**config.mk**
```make
export PLATFORM = sky130hd
export DESIGN_NAME = regression_ar_residual_sumsq_top
export DESIGN_NICKNAME = d
export VERILOG_FILES = /design/src/rars_pkg.sv /design/src/rars_ctrl.sv /design/src/rars_dp.sv /design/src/regression_ar_residual_sumsq_top.sv
export SDC_FILE = /design/constraint.sdc
export NUM_CORES = 2
export LEC_CHECK = 0
export BUFFER_PORTS_ARGS = -buffer_cell sky130_fd_sc_hd__buf_2
export CORE_MARGIN = 1
export CORE_UTILIZATION = 30
export DETAILED_ROUTE_END_ITERATION = 10
export GPL_TIMING_DRIVEN = 0
export PLACE_DENSITY = 0.42
export SYNTH_ARGS = -nofsm -noshare
export SYNTH_HDL_FRONTEND = slang
export SYNTH_HIERARCHICAL = 1
export SYNTH_SLANG_ARGS = --single-unit
```
**constraint.sdc**
```tcl
create_clock -name clk -period 13.18 [get_ports clk]
set_input_delay 1.977 -clock clk [delete_from_list [all_inputs] [get_ports clk]]
set_output_delay 1.977 -clock clk [all_outputs]
set_load 0.01 [all_outputs]
```
**src/rars_pkg.sv**
```systemverilog
`timescale 1ns / 1ps
package rars_pkg;

  localparam int MaxCols  = 4;
  localparam int MaxOrder = 8;
  localparam int FracBits = 16;
  localparam int ColW     = $clog2(MaxCols);
  localparam int OrdW     = $clog2(MaxOrder);

  localparam logic [1:0] FUNC_BETA = 2'd0;
  localparam logic [1:0] FUNC_PHI  = 2'd1;
  localparam logic [1:0] FUNC_OBS  = 2'd2;

  localparam logic CFG_COLS  = 1'b0;
  localparam logic CFG_ORDER = 1'b1;

  localparam logic [62:0] SumMax = {63{1'b1}};

  typedef enum logic [2:0] {
    ST_IDLE,
    ST_REG,
    ST_AR,
    ST_SQ,
    ST_OUT
  } state_t;

  // controller to datapath
  typedef struct packed {
    logic             capture;   // latch observation, init accumulator from y
    logic             mac_reg;   // subtract beta product at index
    logic             fin_reg;   // saturate accumulator into r and e start
    logic             mac_ar;    // subtract phi product at index
    logic             fin_ar;    // saturate into e
    logic             square;    // add e*e to running sum, shift history (clear it at series end)
    logic [OrdW-1:0]  idx;
  } cmd_t;

endpackage

```
**src/rars_ctrl.sv**
```systemverilog
`timescale 1ns / 1ps
module rars_ctrl (
  input  logic                  clk,
  input  logic                  rst,
  input  logic                  in_valid,
  output logic                  in_ready,
  input  logic [1:0]            func,
  input  logic [2:0]            ncols,
  input  logic [3:0]            order,
  input  logic                  out_valid,
  input  logic                  out_ready,
  output rars_pkg::cmd_t        cmd,
  output logic                  load_out
);
  import rars_pkg::*;

  state_t state, state_next;
  logic [OrdW:0] cnt, cnt_next;

  // next state
  always_comb begin
    state_next = state;
    cnt_next = cnt;
    case (state)
      ST_IDLE: begin
        cnt_next = '0;
        if (in_valid && func == FUNC_OBS) state_next = ST_REG;
      end
      ST_REG: begin
        if (cnt >= {1'b0, ncols}) begin
          state_next = ST_AR;
          cnt_next = '0;
        end else cnt_next = cnt + 1'b1;
      end
      ST_AR: begin
        if (cnt >= order) state_next = ST_SQ;
        else cnt_next = cnt + 1'b1;
      end
      ST_SQ: state_next = ST_OUT;
      ST_OUT: if (!out_valid || out_ready) state_next = ST_IDLE;
      default: state_next = ST_IDLE;
    endcase
  end

  // outputs
  always_comb begin
    cmd = '0;
    cmd.idx = cnt[OrdW-1:0];
    in_ready = 1'b0;
    load_out = 1'b0;
    case (state)
      ST_IDLE: begin
        in_ready = 1'b1;
        cmd.capture = in_valid && func == FUNC_OBS;
      end
      ST_REG: begin
        if (cnt >= {1'b0, ncols}) cmd.fin_reg = 1'b1;
        else cmd.mac_reg = 1'b1;
      end
      ST_AR: begin
        if (cnt >= order) cmd.fin_ar = 1'b1;
        else cmd.mac_ar = 1'b1;
      end
      ST_SQ: cmd.square = 1'b1;
      ST_OUT: load_out = !out_valid || out_ready;
      default: ;
    endcase
  end

  always_ff @(posedge clk) begin
    if (rst) begin
      state <= ST_IDLE;
      cnt <= '0;
    end else begin
      state <= state_next;
      cnt <= cnt_next;
    end
  end

endmodule

```
**src/rars_dp.sv**
```systemverilog
`timescale 1ns / 1ps
module rars_dp (
  input  logic                clk,
  input  logic                rst,
  input  rars_pkg::cmd_t      cmd,
  input  logic                coef_we,
  input  logic [1:0]          func,
  input  logic [2:0]          coef_index,
  input  logic signed [31:0]  coef_value,
  input  logic signed [31:0]  y_value,
  input  logic signed [31:0]  x_col0,
  input  logic signed [31:0]  x_col1,
  input  logic signed [31:0]  x_col2,
  input  logic signed [31:0]  x_col3,
  input  logic                end_of_series,
  output logic signed [31:0]  e_val,
  output logic [62:0]         sum_val,
  output logic                last
);
  import rars_pkg::*;

  logic signed [31:0] beta [MaxCols];
  logic signed [31:0] phi  [MaxOrder];
  logic signed [31:0] hist [MaxOrder];
  logic signed [31:0] xr   [MaxCols];
  logic signed [63:0] acc;
  logic signed [31:0] r_val;
  logic signed [31:0] ma, mb;
  logic signed [63:0] prod, prod_fl, sat_in;
  logic signed [31:0] sat_out;
  logic [63:0] sq, sum_wide;

  // coefficient loads
  always_ff @(posedge clk) begin
    if (rst) begin
      for (int i = 0; i < MaxCols; i++) beta[i] <= '0;
      for (int i = 0; i < MaxOrder; i++) phi[i] <= '0;
    end else if (coef_we) begin
      if (func == FUNC_BETA && {1'b0, coef_index} < 4'(MaxCols))
        beta[coef_index[ColW-1:0]] <= coef_value;
      if (func == FUNC_PHI && {1'b0, coef_index} < 4'(MaxOrder))
        phi[coef_index[OrdW-1:0]] <= coef_value;
    end
  end

  // shared multiplier operand select
  always_comb begin
    if (cmd.mac_reg) begin
      ma = beta[cmd.idx[ColW-1:0]];
      mb = xr[cmd.idx[ColW-1:0]];
    end else if (cmd.mac_ar) begin
      ma = phi[cmd.idx];
      mb = hist[cmd.idx];
    end else begin
      ma = e_val;
      mb = e_val;
    end
  end

  assign prod    = ma * mb;
  assign prod_fl = prod >>> FracBits;
  assign sat_in  = acc;
  assign sat_out = (sat_in > 64'sh7FFFFFFF) ? 32'sh7FFFFFFF :
                   (sat_in < -64'sh80000000) ? 32'sh80000000 : sat_in[31:0];
  assign sq       = prod;
  assign sum_wide = {1'b0, sum_val} + sq;

  // accumulator, residuals, history and running sum
  always_ff @(posedge clk) begin
    if (rst) begin
      for (int i = 0; i < MaxOrder; i++) hist[i] <= '0;
      sum_val <= '0;
      last <= 1'b0;
    end else begin
      if (cmd.capture) begin
        acc <= 64'(y_value);
        xr[0] <= x_col0;
        xr[1] <= x_col1;
        xr[2] <= x_col2;
        xr[3] <= x_col3;
        last <= end_of_series;
        // a closed series starts its sum again with the next observation
        if (last) sum_val <= '0;
      end
      if (cmd.mac_reg || cmd.mac_ar) acc <= acc - prod_fl;
      if (cmd.fin_reg) begin
        r_val <= sat_out;
        acc <= 64'(sat_out);
      end
      if (cmd.fin_ar) e_val <= sat_out;
      if (cmd.square) begin
        if (last) begin
          for (int i = 0; i < MaxOrder; i++) hist[i] <= '0;
        end else begin
          for (int i = MaxOrder - 1; i > 0; i--) hist[i] <= hist[i-1];
          hist[0] <= r_val;
        end
        sum_val <= sum_wide[63] ? SumMax : sum_wide[62:0];
      end
    end
  end

endmodule

```
**src/regression_ar_residual_sumsq_top.sv**
```systemverilog
`timescale 1ns / 1ps
// regression residual with ar(p) whitening and running sum of squares
// input channel in_valid/in_ready carries one word: a beta load (func 0),
// a phi load (func 1) or an observation (func 2); loads give no result and
// func 3 is dropped.
// an observation runs through one shared 32x32 multiplier: a step per
// regressor column, a step per ar tap and one for the square bring it to the
// output register, and the next word is taken only after that, since a word
// is accepted only while the block is idle.
// output channel out_valid/out_ready: residual, sum_of_squares, series_done.
// the result waits in the output register while the receiver stalls; a
// following observation is accepted but holds in its last step until that
// register is free again.
// configuration: cfg_we, cfg_index (0 column_count, 1 ar_order), cfg_data;
// the user must write it only while idle, the block does not enforce it.
// reset (synchronous, active high) clears coefficients, history, sum and
// sets column_count to 1, ar_order to 0.
// the result closing a series (end_of_series) includes that sample; history
// and sum are then cleared.
module regression_ar_residual_sumsq_top (
  input  logic               clk,
  input  logic               rst,
  input  logic               cfg_we,
  input  logic               cfg_index,
  input  logic [3:0]         cfg_data,
  input  logic               in_valid,
  output logic               in_ready,
  input  logic [1:0]         func,
  input  logic [2:0]         coef_index,
  input  logic signed [31:0] coef_value,
  input  logic signed [31:0] y_value,
  input  logic signed [31:0] x_col0,
  input  logic signed [31:0] x_col1,
  input  logic signed [31:0] x_col2,
  input  logic signed [31:0] x_col3,
  input  logic               end_of_series,
  output logic               out_valid,
  input  logic               out_ready,
  output logic signed [31:0] residual,
  output logic [62:0]        sum_of_squares,
  output logic               series_done
);
  import rars_pkg::*;

  logic [2:0] column_count;
  logic [3:0] ar_order;
  logic [2:0] ncols;
  logic [3:0] order;
  cmd_t cmd;
  logic load_out;
  logic signed [31:0] e_val;
  logic [62:0] sum_val;
  logic last;

  // configuration registers
  always_ff @(posedge clk) begin
    if (rst) begin
      column_count <= 3'd1;
      ar_order <= 4'd0;
    end else if (cfg_we) begin
      case (cfg_index)
        CFG_COLS: column_count <= cfg_data[2:0];
        CFG_ORDER: ar_order <= cfg_data;
        default: ;
      endcase
    end
  end

  // clamp to supported sizes
  assign ncols = (column_count > 3'(MaxCols)) ? 3'(MaxCols) : column_count;
  assign order = (ar_order > 4'(MaxOrder)) ? 4'(MaxOrder) : ar_order;

  rars_ctrl u_ctrl (
    .clk, .rst, .in_valid, .in_ready, .func, .ncols, .order,
    .out_valid, .out_ready, .cmd, .load_out
  );

  rars_dp u_dp (
    .clk, .rst, .cmd,
    .coef_we(in_valid && in_ready),
    .func, .coef_index, .coef_value, .y_value,
    .x_col0, .x_col1, .x_col2, .x_col3, .end_of_series,
    .e_val, .sum_val, .last
  );

  // output register
  always_ff @(posedge clk) begin
    if (rst) out_valid <= 1'b0;
    else if (load_out) out_valid <= 1'b1;
    else if (out_ready) out_valid <= 1'b0;
  end

  always_ff @(posedge clk) begin
    if (load_out) begin
      residual <= e_val;
      sum_of_squares <= sum_val;
      series_done <= last;
    end
  end

  // sum seen before each square, for the growth check; sum must never fall
  // within a series
  logic [62:0] sum_shadow;
  always_ff @(posedge clk) begin
    if (cmd.square) sum_shadow <= sum_val;
  end

  a_no_accept_busy: assert property (@(posedge clk) disable iff (rst)
    (in_valid && in_ready) |-> !(out_valid && !out_ready && load_out)) else $error("accept clash");
  a_load_from_out: assert property (@(posedge clk) disable iff (rst)
    load_out |=> out_valid) else $error("output not loaded");
  a_sum_grows: assert property (@(posedge clk) disable iff (rst)
    ($past(cmd.square) && !$past(last)) |-> (sum_val >= sum_shadow)) else $error("sum fell");
  a_one_cmd: assert property (@(posedge clk) disable iff (rst)
    $onehot0({cmd.capture, cmd.mac_reg, cmd.fin_reg, cmd.mac_ar, cmd.fin_ar, cmd.square}))
    else $error("command clash");

endmodule

```
==> results.txt <==
----------------------------------------------------
[Outcome]
  Run status ... complete, no violations

[Worst setup path]
  Largest driver fanout on the critical path ... 10
  Reg-to-reg slack, setup ... 360 ps
  Highest-delay cell along the critical path ... sky130_fd_sc_hd__fa_1
  Capture instance of the worst register-to-register path ... u_dp/sum_val[30]$_SDFFE_PP0P_
  Depth of the worst register-to-register path ... 49
  Reg-to-Reg Start ... ar_order[3]$_SDFFE_PP0P_
  Worst Path Buf+Inv ... 11
  CP endpoint kind ... register
  Arrival time at the worst endpoint ... 13600 ps
  Dominant cell type by count on the critical path ... sky130_fd_sc_hd__fa_1
  Required time at the worst-slack endpoint ... 13950 ps
  Startpoint type of the worst setup path ... register
  Worst Path Class, Setup ... reg -> reg
  CP max stage delay ... 580 ps
  Critical path's top delay family ... adder cells

[Routing]
  Number of detailed-routing iterations run before antenna repair ... 9
  Routed Wire Length ... 376 mm
  Post-route antenna net violation count ... 0
  WL/cell ... ~30 um
  DR DRC count ... 0
  Initial detailed-routing violation count ... around 6000
  Routed vias ... 63900
  Detail-routed via count per cell ... 5.17

[Clocking]
  Maximum buffer depth of the clock tree ... 4
  CTS Root Buffer Type ... sky130_fd_sc_hd__clkbuf_16
  CTS H-Tree Depth ... 4
  CTS tree ... yes
  Clock sink count ... 1071
  CTS buffer count ... 139
  Number of buffers inserted for hold repair after clock tree synthesis ... 0
  Clock latency reported for the late side of the worst-skew pair ... roughly 850 ps
  Clock-pin slew of the registers on the worst-case setup and hold paths ... 60 ps

[Layout]
  Highest-count cells in the layout ignoring fill and taps ... sky130_fd_sc_hd__fa_1, sky130_fd_sc_hd__inv_1, sky130_fd_sc_hd__edfxtp_1, sky130_fd_sc_hd__nand2_1, sky130_fd_sc_hd__nor2_1
  Layout Area Growth over Synthesis ... 19.3%
  Final core utilization ... 0.361
  Commonest non-fill, non-tap cell in the layout ... sky130_fd_sc_hd__fa_1
  Post-route cell area ... 103000 sq um
  Fin nets ... 10100
  Share of cells above drive strength 1 ... 0.182

[Synth]
  Post-synthesis average cell area ... roughly 11 sq um
  Sequential cell area fraction in the yosys report ... 0.351
  Cell area after technology mapping ... about 87000 sq um
  Number of distinct library cells after synthesis ... 92
  Syn nets ... between 9000 and 10000
  Post-synth top flop ... sky130_fd_sc_hd__edfxtp_1
  Ys Warns ... 6
  Cells after Synth ... 7843
  Fraction of registers with async set/reset ... 0
  Synth Register Bits ... 1071
  EDFF count, synth ... 896

[Floorplan]
  Die footprint ... 291000 sq um
  Die X-Extent ... 540 um
  Starting density of the core ... 0.303
  # rows ... between 150 and 200
  # IOs ... 306
  Core region area ... 286000 sq um
  Die extent in y ... 540 um

[STA]
  Final total negative setup slack ... 0 ps
  Final number of max-transition violations ... 0
  Setup Viol. Count Final ... 0
  Transition at the pin with the smallest max-transition slack ... 1320 ps
  Maximum achievable frequency ... 78.0 MHz
  Worst-case headroom to the max-slew limit ... 0.111
  Clock tree skew after final layout ... 75.2 ps
  Portion of the clock cycle consumed by the worst path in the final layout ... 0.973
  Final hold violations ... 0
  Post-layout minimum cycle time ... 12820 ps
  Min Hold Slack ... 463 ps

[Global route]
  GRT Resource Usage Total ... 0.258
  Largest net degree at the start of global routing ... 97
  First-pass GRT wire length ... 526 mm
  Initial antenna violation count ... 38
  Number of global-route vias before repair ... 66800
  GRT overflow ... 0

[Hold path]
  Endpoint, Worst Hold ... u_dp/sum_val[17]$_SDFFE_PP0P_
  Number of instances on the worst hold path ... 2
  Hold path startpoint ... u_dp/sum_val[17]$_SDFFE_PP0P_
  Class of the most critical hold timing path ... reg -> reg

[Placement]
  Dpl hpwl ... 304 mm
  Weighted congestion reported at the end of routability-driven placement ... 1.00
  Placed cell area ... 94400 sq um
  IO buf count ... approximately 300

[Run]
  Max Cap Violations ... 0

----------------------------------------------------
worst max path at each step:
stage / end / cells past startpoint / start
after global routing: u_dp/acc[59]$_DFFE_PP_ / 47 / ar_order[3]$_SDFFE_PP0P_
after CTS: u_dp/acc[59]$_DFFE_PP_ / 48 / column_count[2]$_SDFFE_PP0P_
final: u_dp/sum_val[30]$_SDFFE_PP0P_ / 49 / ar_order[3]$_SDFFE_PP0P_
after floorplan: u_dp/acc[62]$_DFFE_PP_ / 47 / column_count[2]$_SDFFE_PP0P_
after global placement: u_dp/acc[59]$_DFFE_PP_ / 44 / u_ctrl/cnt[2]$_SDFFE_PP0P_
after detailed placement: u_dp/acc[59]$_DFFE_PP_ / 42 / u_ctrl/cnt[0]$_SDFFE_PP0P_
stage by stage:
stage	std cells	setup WS, ps
3_3_place_gp	11900	-5330
5_1_grt	12300	-39.6
6_report	12400	358
4_1_cts	12300	-57.1
2_1_floorplan	7843	1250
3_5_place_dp	12000	-4420
cell usage after synthesis (all sizes together) (8+ instances only):
cell type | instances | area (sq um)
or2 | 21 | 131
nor2 | 706 | 2670
a21o | 173 | 1300
buf | 69 | 320
mux4 | 192 | 4320
o21ai | 188 | 941
mux2i | 72 | 721
nand2 | 712 | 2670
edfxtp | 896 | 26900
nand2b | 74 | 463
and2 | 576 | 3600
dfxtp | 175 | 3500
o211ai | 10 | 75.1
a21oi | 319 | 1610
o31a | 11 | 96.3
mux2 | 21 | 236
nor2b | 28 | 175
inv | 1046 | 3930
a221o | 11 | 110
nand3b | 35 | 263
o21a | 38 | 285
o31ai | 10 | 80.1
nand4 | 34 | 213
o21bai | 34 | 255
a211o | 8 | 70.1
nand3 | 57 | 285
a22o | 64 | 561
clkbuf | 375 | 1410
or3 | 17 | 106
ha | 302 | 3780
and3 | 23 | 144
xor2 | 64 | 561
nor4 | 20 | 131
fa | 1084 | 21700
a31oi | 25 | 169
nor3 | 44 | 220
xnor2 | 122 | 1090
a211oi | 84 | 631
area by class of cell:
cell class	instances	area [sq um]
diodes	14	35.0
clock inverters	61	546
clock buffers	190	3800
inverters	1051	3980
multi-input cells	5277	53000
well taps	3762	4710
fillers	28500	183000
flip-flops and latches	1071	30400
repair buffers	503	3830
plain buffers	424	3090
sequential cells by signal, summed over array words and instances, names as in the netlist, 3 cells and up:
| name | flops |
|---|---|
| u_dp/hist | 256 |
| u_dp/phi | 256 |
| u_dp/beta | 128 |
| u_dp/xr | 128 |
| u_dp/acc | 64 |
| sum_of_squares | 63 |
| u_dp/sum_val | 63 |
| residual | 32 |
| u_dp/e_val | 32 |
| u_dp/r_val | 32 |
| ar_order | 4 |
| u_ctrl/cnt | 4 |
| column_count | 3 |
| u_ctrl/state | 3 |
routing by layer:
layer | vias to the layer above | track usage | wire length [um]
li1 | 27200 | - | -
met4 | 28 | 0.0916 | 15600
met2 | 2411 | 0.403 | 167000
met3 | 580 | 0.0542 | 29100
met5 | - | 0 | 276
met1 | 33700 | 0.354 | 164000
kinds of logic after synthesis:
group,Yosys count,synth area share
and+or+nand+nor,2368,0.130
DFF,1071,0.351
adders and majority gates,1386,0.294
AOI/OAI and AO/OA,1052,0.0799
buffers and inverters,1495,0.0655
xor gates and xnor gates,186,0.0190
muxes,285,0.0609
repair_timing:
item	4_1_cts	5_1_grt
setup endpoints to repair	124	105
endpoints found under the hold margin	0	0
setup buffers	75	56
pin swaps	34	59
resized for setup	806	295
worst register-to-register path: cells and delay by family (launching register included):
kind                     cells  cell delay, ps
AO/OA/AOI/OAI               12            2390
XOR/XNOR                     2             510
adder cells (fa/ha/maj)     11            5170
AND/OR/NAND/NOR             13            2510
flip-flops                   1             360
buffers and inverters       11            1850
Power is not shown: default switching activity piles up to over one toggle a cycle in this logic, so the estimate is an artifact.
